File: src/rtl/core/wffs_pkg.sv
// Shared types, constants and helpers of the weighted fair frame scheduler.
package wffs_pkg;

	localparam int CLIENTS     = 8;
	localparam int QUEUE_DEPTH = 16;
	localparam int COST_UNIT   = 3600;

	localparam int CIW  = $clog2(CLIENTS);
	localparam int CNTW = $clog2(CLIENTS + 1);
	localparam int QW   = $clog2(QUEUE_DEPTH);
	localparam int FW   = $clog2(QUEUE_DEPTH + 1);
	localparam int AW   = $clog2(CLIENTS * QUEUE_DEPTH);
	localparam int RW   = 32;
	localparam int CSW  = 28;
	localparam int BW   = 17;

	typedef enum logic [3:0] {
		MODE_ADD    = 4'd0,
		MODE_REMOVE = 4'd1,
		MODE_RATE   = 4'd2,
		MODE_QUEUE  = 4'd3,
		MODE_EOS    = 4'd4,
		MODE_ACTIVE = 4'd5,
		MODE_TOKENS = 4'd6,
		MODE_SCHED  = 4'd7
	} mode_t;

	typedef enum logic [2:0] {
		ST_OK    = 3'd0,
		ST_PARM  = 3'd1,
		ST_OP    = 3'd2,
		ST_EMPTY = 3'd3,
		ST_FULL  = 3'd4
	} status_t;

	typedef enum logic [3:0] {
		R_EMIT, R_ADD, R_RATE, R_REMOVE, R_QUEUE, R_EOS, R_ACTIVE, R_TOKENS, R_SCHED
	} route_t;

	typedef enum logic [4:0] {
		CMD_NONE, CMD_DECIDE, CMD_DIV_STEP, CMD_RATE_PREP, CMD_MUL, CMD_RATE_WR,
		CMD_ADD, CMD_REMOVE, CMD_QUEUE, CMD_EOS_RD, CMD_EOS_WR, CMD_ACTIVE,
		CMD_TOKENS, CMD_FIND, CMD_ADDC, CMD_LAST, CMD_MOVE, CMD_SUB, CMD_POP
	} cmd_t;

	typedef struct packed {
		cmd_t op;
		logic load;
		logic emit;
	} ctl_cmd_t;

	typedef struct packed {
		route_t route;
		logic   div_done;
		logic   elig;
		logic   find_end;
		logic   last_end;
		logic   found;
		logic   out_free;
	} dp_status_t;

	function automatic logic [QW-1:0] wrap_pos(input logic [QW:0] p);
		logic [QW:0] r;
		r = (int'(p) >= QUEUE_DEPTH) ? p - (QW+1)'(QUEUE_DEPTH) : p;
		return r[QW-1:0];
	endfunction

	function automatic logic [AW-1:0] slot_addr(input logic [CIW-1:0] c,
		input logic [QW-1:0] pos);
		return AW'(int'(c) * QUEUE_DEPTH + int'(pos));
	endfunction

endpackage

File: src/rtl/core/wffs_ctrl.sv
// Sequencer of the scheduler: walks each item through its datapath commands.
module wffs_ctrl import wffs_pkg::*; (
	input  logic       clk,
	input  logic       arst_n,
	input  logic       in_valid,
	output logic       in_stall,
	output ctl_cmd_t   cmd,
	input  dp_status_t stat
);

	typedef enum logic [3:0] {
		S_IDLE, S_DISPATCH, S_COST_DIV, S_RATE_PREP, S_RATE_DIV, S_MUL, S_EXEC,
		S_FIND, S_ADDC, S_LAST, S_MOVE, S_SUB, S_POP, S_EMIT
	} state_t;

	state_t state_q;
	cmd_t   op_q;
	route_t route_q;

	assign in_stall = (state_q != S_IDLE);
	assign cmd.op   = op_q;
	assign cmd.load = in_valid && (state_q == S_IDLE);
	assign cmd.emit = (state_q == S_EMIT) && stat.out_free;

	always_ff @(posedge clk or negedge arst_n) begin
		if (!arst_n) begin
			state_q <= S_IDLE;
			op_q    <= CMD_NONE;
			route_q <= R_EMIT;
		end else begin
			case (state_q)
				S_IDLE: begin
					if (in_valid) begin
						state_q <= S_DISPATCH;
						op_q    <= CMD_DECIDE;
					end
				end
				S_DISPATCH: begin
					route_q <= stat.route;
					case (stat.route)
						R_ADD, R_RATE: begin
							state_q <= S_COST_DIV;
							op_q    <= CMD_DIV_STEP;
						end
						R_REMOVE: begin
							state_q <= S_EXEC;
							op_q    <= CMD_REMOVE;
						end
						R_QUEUE: begin
							state_q <= S_EXEC;
							op_q    <= CMD_QUEUE;
						end
						R_EOS: begin
							state_q <= S_EXEC;
							op_q    <= CMD_EOS_RD;
						end
						R_ACTIVE: begin
							state_q <= S_EXEC;
							op_q    <= CMD_ACTIVE;
						end
						R_TOKENS: begin
							state_q <= S_EXEC;
							op_q    <= CMD_TOKENS;
						end
						R_SCHED: begin
							state_q <= S_FIND;
							op_q    <= CMD_FIND;
						end
						default: begin
							state_q <= S_EMIT;
							op_q    <= CMD_NONE;
						end
					endcase
				end
				S_COST_DIV: begin
					if (stat.div_done) begin
						if (route_q == R_ADD) begin
							state_q <= S_EXEC;
							op_q    <= CMD_ADD;
						end else begin
							state_q <= S_RATE_PREP;
							op_q    <= CMD_RATE_PREP;
						end
					end
				end
				S_RATE_PREP: begin
					state_q <= S_RATE_DIV;
					op_q    <= CMD_DIV_STEP;
				end
				S_RATE_DIV: begin
					if (stat.div_done) begin
						state_q <= S_MUL;
						op_q    <= CMD_MUL;
					end
				end
				S_MUL: begin
					state_q <= S_EXEC;
					op_q    <= CMD_RATE_WR;
				end
				S_EXEC: begin
					if (op_q == CMD_EOS_RD) begin
						op_q <= CMD_EOS_WR;
					end else begin
						state_q <= S_EMIT;
						op_q    <= CMD_NONE;
					end
				end
				S_FIND: begin
					if (stat.elig) begin
						state_q <= S_ADDC;
						op_q    <= CMD_ADDC;
					end else if (stat.find_end) begin
						state_q <= S_SUB;
						op_q    <= CMD_SUB;
					end
				end
				S_ADDC: begin
					state_q <= S_LAST;
					op_q    <= CMD_LAST;
				end
				S_LAST: begin
					if (stat.last_end) begin
						state_q <= S_MOVE;
						op_q    <= CMD_MOVE;
					end
				end
				S_MOVE: begin
					state_q <= S_SUB;
					op_q    <= CMD_SUB;
				end
				S_SUB: begin
					if (stat.found) begin
						state_q <= S_POP;
						op_q    <= CMD_POP;
					end else begin
						state_q <= S_EMIT;
						op_q    <= CMD_NONE;
					end
				end
				S_POP: begin
					state_q <= S_EMIT;
					op_q    <= CMD_NONE;
				end
				S_EMIT: begin
					if (stat.out_free) begin
						state_q <= S_IDLE;
						op_q    <= CMD_NONE;
					end
				end
				default: begin
					state_q <= S_IDLE;
					op_q    <= CMD_NONE;
				end
			endcase
		end
	end

	a_load_dispatch: assert property (@(posedge clk) disable iff (!arst_n)
		cmd.load |=> (state_q == S_DISPATCH) && (op_q == CMD_DECIDE))
		else $error("accepted item not dispatched");
	a_emit_idle: assert property (@(posedge clk) disable iff (!arst_n)
		cmd.emit |=> (state_q == S_IDLE))
		else $error("emit did not return to idle");
	a_pop_found: assert property (@(posedge clk) disable iff (!arst_n)
		(state_q == S_POP) |-> $past(stat.found))
		else $error("pop without a found client");

endmodule

File: config.mk
export PLATFORM = sky130hd
export DESIGN_NAME = wffs_ctrl
export DESIGN_NICKNAME = d
export VERILOG_FILES = /design/src/rtl/core/wffs_pkg.sv /design/src/rtl/core/wffs_ctrl.sv
export SDC_FILE = /design/constraint.sdc
export NUM_CORES = 1
export LEC_CHECK = 0
export BUFFER_PORTS_ARGS = -buffer_cell sky130_fd_sc_hd__clkbuf_2
export CAP_MARGIN = 20
export CORE_MARGIN = 3
export CORE_UTILIZATION = 54
export CTS_CLUSTER_DIAMETER = 40
export DETAILED_ROUTE_END_ITERATION = 8
export PLACE_DENSITY = 0.74
export SETUP_SLACK_MARGIN = 0.2
export SYNTH_ARGS = -nofsm -noshare
export SYNTH_HDL_FRONTEND = slang
export SYNTH_SLANG_ARGS = --single-unit
File: constraint.sdc
create_clock -name clk -period 2.4 [get_ports clk]
set_input_delay 0.12 -clock clk [delete_from_list [all_inputs] [get_ports clk]]
set_output_delay 0.12 -clock clk [all_outputs]
set_load 0.01 [all_outputs]
=== Word level (Yosys, flattened, before mapping) ===
Memory sizes are Yosys's and may differ from the RTL's.
Cells that the tools add are included.

* Multiplexer cells: 22
* Equality and inequality tests: 22
* Reduce and logical (&&, ||, !) cells: 6

{| class="wikitable"
|+ Operators by type and width
! cell !! number
|-
| 5-bit case mux with 13 select lines || 1
|-
| 4-bit case mux with 14 select lines || 1
|-
| 5-bit 2-to-1 mux || 8
|-
| 4-bit 2-to-1 mux || 9
|-
| 4-bit equality test, second input constant || 6
|-
| 4-bit by 3-bit equality test with 1-bit output, second input constant || 4
|-
| 2-bit != test, second input constant || 6
|-
| 4-bit by 1-bit equality test with 1-bit output, second input constant || 2
|-
| 4-bit by 2-bit equality test with 1-bit output, second input constant || 2
|-
| 7-bit AND reduction || 1
|-
| 3-bit 2-to-1 mux || 2
|-
| 6-bit AND reduction || 1
|-
| 5-bit by 4-bit equality test with 1-bit output, second input constant || 1
|-
| 4-bit zero test || 1
|-
| 4-bit nonzero test || 1
|-
| 3-bit != test, second input constant || 1
|-
| 1-bit logical AND || 2
|-
| 1-bit 2-to-1 mux || 1
|}

* Bits of input ports: 13
* Flip-flop bits (word level): 13
* Word-level logic and storage cells: 54
* Bits in read-only memories: 128
* Memories kept: 1

{| class="wikitable"
|+ Memories
! memory !! words !! bits a word !! read ports !! clocked after Yosys merged registers in !! wr ports !! line !! RTL
|-
| (name not given) || 16 || 8 || 1 || 0 || 0 || wffs_ctrl.sv:40 || <nowiki>case (stat.route)</nowiki>
|}

=== Longest topological paths before layout ===
* Depth after elaboration: 4
* Depth in mapped cells: 7
* Depth with buffers taken out: 7

=== Worst setup path after synthesis ===
Ideal clock, no wire load.

* Path kind: register to register
* Start point: reg state_q[3]
* End point: reg op_q[4]
* Cell stages (with the launch flop): 8
* Slack: 0.695 ns
* Buffers on the path: 2
* Arrival time: 1.577 ns
* Clock period less this slack: 1.705 ns
* Library setup time: 0.127 ns
* Cell sequence: dfrtp_1 > buf_2 > nor4b_1 > nand3_1 > o21ai_2 > or2_1 > buf_6 > mux2_1

* Longest elaborated chain between the ends: 3
* Elaborated cells on any way between the ends: 21
* Classes of those cells: eq/ne: 18; mux: 1; reduce/logical: 2

{| class="wikitable"
|+ Ends and longest elaborated chain
! item !! line !! RTL
|-
| from (decl) || wffs_ctrl.sv:16 || <nowiki>state_t state_q;</nowiki>
|-
| from (signal assigned) || wffs_ctrl.sv:27 || <nowiki>state_q <= S_IDLE;</nowiki>
|-
| from (signal assigned) || wffs_ctrl.sv:34 || <nowiki>state_q <= S_DISPATCH;</nowiki>
|-
| from (signal assigned) || wffs_ctrl.sv:42 || <nowiki>state_q <= S_COST_DIV;</nowiki>
|-
| 4-bit by 3-bit equality test with 1-bit output, or another cell as far along || wffs_ctrl.sv:31 || <nowiki>case (state_q)</nowiki>
|-
| 3-bit != test (no source line) or 2-bit != test (tied branches) || - ||
|-
| 6-bit AND reduction (no source line) || - ||
|-
| to (signal assigned) || wffs_ctrl.sv:28 || <nowiki>op_q <= CMD_NONE;</nowiki>
|-
| to (signal assigned) || wffs_ctrl.sv:35 || <nowiki>op_q <= CMD_DECIDE;</nowiki>
|-
| to (signal assigned) || wffs_ctrl.sv:43 || <nowiki>op_q <= CMD_DIV_STEP;</nowiki>
|-
| to (decl) || wffs_ctrl.sv:17 || <nowiki>cmd_t op_q;</nowiki>
|}

Several ways; a longest one is shown, not always the timed one.
A chain may end at the register's enable or synchronous reset.

=== Final worst setup path ===
* Start point: reg state_q[0]
* End point: reg op_q[0]

Same word-level chain as after synthesis.

==> run metrics <==
Routed WL 2.579 mm; IO Pins 21; Reg area 326.6 sq um; Core Util, Final 67.42%; cell count after synthesis 127; global-route wire length before repair 4.395 mm; drt wl/cell 15.17 microns; Via-to-Cell Ratio 6.159; TNS Setup 0 ns; Crit path largest cell delay 0.48 ns; Final nets 161; hpwl dp 1.987 mm; Final setup violation count 0; die extent in y 51.18 microns; Pwr Density about 1200 nW/um^2; Initial Util 60.55%; CP arrival ~2.2 ns; DRC 0; Place WS 0.3408 ns; Setup crit end kind register; Max FO, Critical Path 9; met1 usage 30.44%; Max Transition Viols Final 0; die width just over 50 microns; Critical path buffers and inverters 0; final worst path period share between 80% and 90%; core area 1821 sq um; RSZ-0062 raised after global routing no; status completed; final setup margin 0.3739 ns; CP cell instances nand2b_1, o31ai_2, or2_1, mux2_1; share of cells above drive strength 1 27.59%; Cell Rows 15; sequential area share after synthesis 29.51%; Max Clk Rate 0.4936 GHz; Avg Cell Area, Syn between 8 and 9 sq um; H-tree levels 1; global route total overflow 0; Critical Path Source Type register; Reg clk slew, reported paths 0.08 ns; met2 global-route usage 32.40%; post-synth cell types 45; area of the multi-input gates 695.7 sq um; full die area 2619 sq um; DR vias 1047; P_leak 0.5328 nW; #FFs+latches synth 13; Top delay family on crit path simple AND/OR/NAND/NOR gates; Power Total 1.502 mW; syn nets 142; final antenna-violating net count 0; ys async rst share 100.0%; n_diodes 0; Clock Path Buffers 2; largest net degree at the start of global routing 23; Skew-Pair Late Insertion Delay 0.28 ns; most frequently used flop master after synthesis dfrtp_1; Final min period just over 2 ns; CTS buffer count 3; crit path kind register to register; Max-Cap Viols 0; routing usage on met3 5.831%; most frequent cells in the layout clkbuf_2 (20), dfrtp_1 (12), o21ai_0 (11), nand2_1 (10), nor2_1 (9); most common library cell in the layout ignoring fill and taps clkbuf_2; initial antenna violation count 0; CTS tree built; Post-CTS Setup Repair Bufs 0; VDD IR max 0.0006101 V; Worst-Margin Slew just over 0.7 ns; Clock Tree Root clkbuf_4; number of synthesized flops with an enable pin 0; most used routing layer in global routing met2; CP max-delay cell dfrtp_1; 1st-iter DRT viols 23; Syn. warnings 0; Req. time, crit path 2.56 ns; routability cong. 0.8880; port buffer count 20; DP Cell Count around 170; worst min path class input pin to register; Worst Skew 0.008731 ns; cell area after synthesis 1102 sq um; Max-Slew Margin vs Limit between 50% and 60%; final non-filler cell total 170; vias in the first global route approximately 1000; Initial DRT Pass Iterations 4; clk sinks 13; final hold violations 0; All-Layer GR Usage around 22%; fillers 166; Area Overhead vs Synth 11.35%
## metal layers
layer,up-vias,wire length [microns]
met4,0,71
met5,-,0
met2,43,1183
li1,513,-
met1,483,1151
met3,8,173
## logic make-up (layout without fill, tap and decap cells)
logic type      Yosys count  in the layout  share of synthesized area (%)
flops                    13             13                          29.51
buf+inv                  14             32                          7.377
simple gates             44             44                          21.34
mux                       8              8                          8.172
fa+ha+maj                 2              2                          2.270
xor+xnor                  1              1                         0.7947
compound gates           45             45                          30.54
## per-stage QoR
stage / instance area [sq um] / hold WS (ns)
final: 1227 / 0.1347
after global routing: 1227 / 0.1453
after CTS: 1226 / 0.1271
after detailed placement: 1190 / 0.02627
after global placement: 1190 / 0.02061
after floorplan: 1102 / -0.1756
## sequential cells by signal (all words and copies together) (netlist names)
name and cells:
op_q 5, state_q 4, route_q 4
## final cells by class
cell class / instances / share of cell area, %
Multi-Input combinational cell: 100 / 56.68
Sequential cell: 13 / 26.61
Timing Repair Buffer: 24 / 10.81
Tap cell: 25 / 2.548
Clock buffer: 4 / 2.141
Inverter: 4 / 1.223
## final timing paths
path / slack [ns] / to / depth (start not counted) / startpoint
min in group asynchronous: 0.25 / op_q[3] / 2 / arst_n
worst min-delay path: 0.13 / route_q[1] / 2 / stat[7]
worst max register to register: 0.37 / op_q[0] / 4 / state_q[0]
worst min register to register: 0.51 / route_q[2] / 1 / route_q[2]
max in group asynchronous: 1.90 / state_q[2] / 2 / arst_n
worst max-delay path: 0.37 / op_q[0] / 4 / state_q[0]
## cell usage after synthesis (2+ instances only)
cell	count	area [sq um]
nor3_1	2	10.01
o21bai_1	2	15.01
mux2_2	5	56.30
ha_1	2	25.02
inv_1	4	15.01
nand2_1	10	37.54
buf_6	3	33.78
a22oi_1	2	15.01
o31ai_1	5	37.54
nor2b_1	6	37.54
mux2_1	3	33.78
nor4b_1	3	26.28
a31oi_1	3	18.77
nand2b_1	5	31.28
o41ai_1	2	17.52
o21ai_2	2	17.52
nand3_1	3	15.01
o21ai_0	11	55.05
a21oi_1	3	15.01
buf_2	5	25.02
dfrtp_1	13	325.3
clkbuf_1	2	7.510
nor2_1	9	33.78
## power breakdown
group	switching, mW	internal [mW]
clock network	0.0708	0.0646
registers	0.126	0.326
logic	0.497	0.418
## what timing repair did
action / in CTS / in global routing
hold buffers: 1 / 0
endpoints found under the setup margin: 0 / 3
endpoints found under the hold margin: 13 / 0
gates resized for setup: 0 / 1
Note: power is estimated with default switching activity, not from simulation.
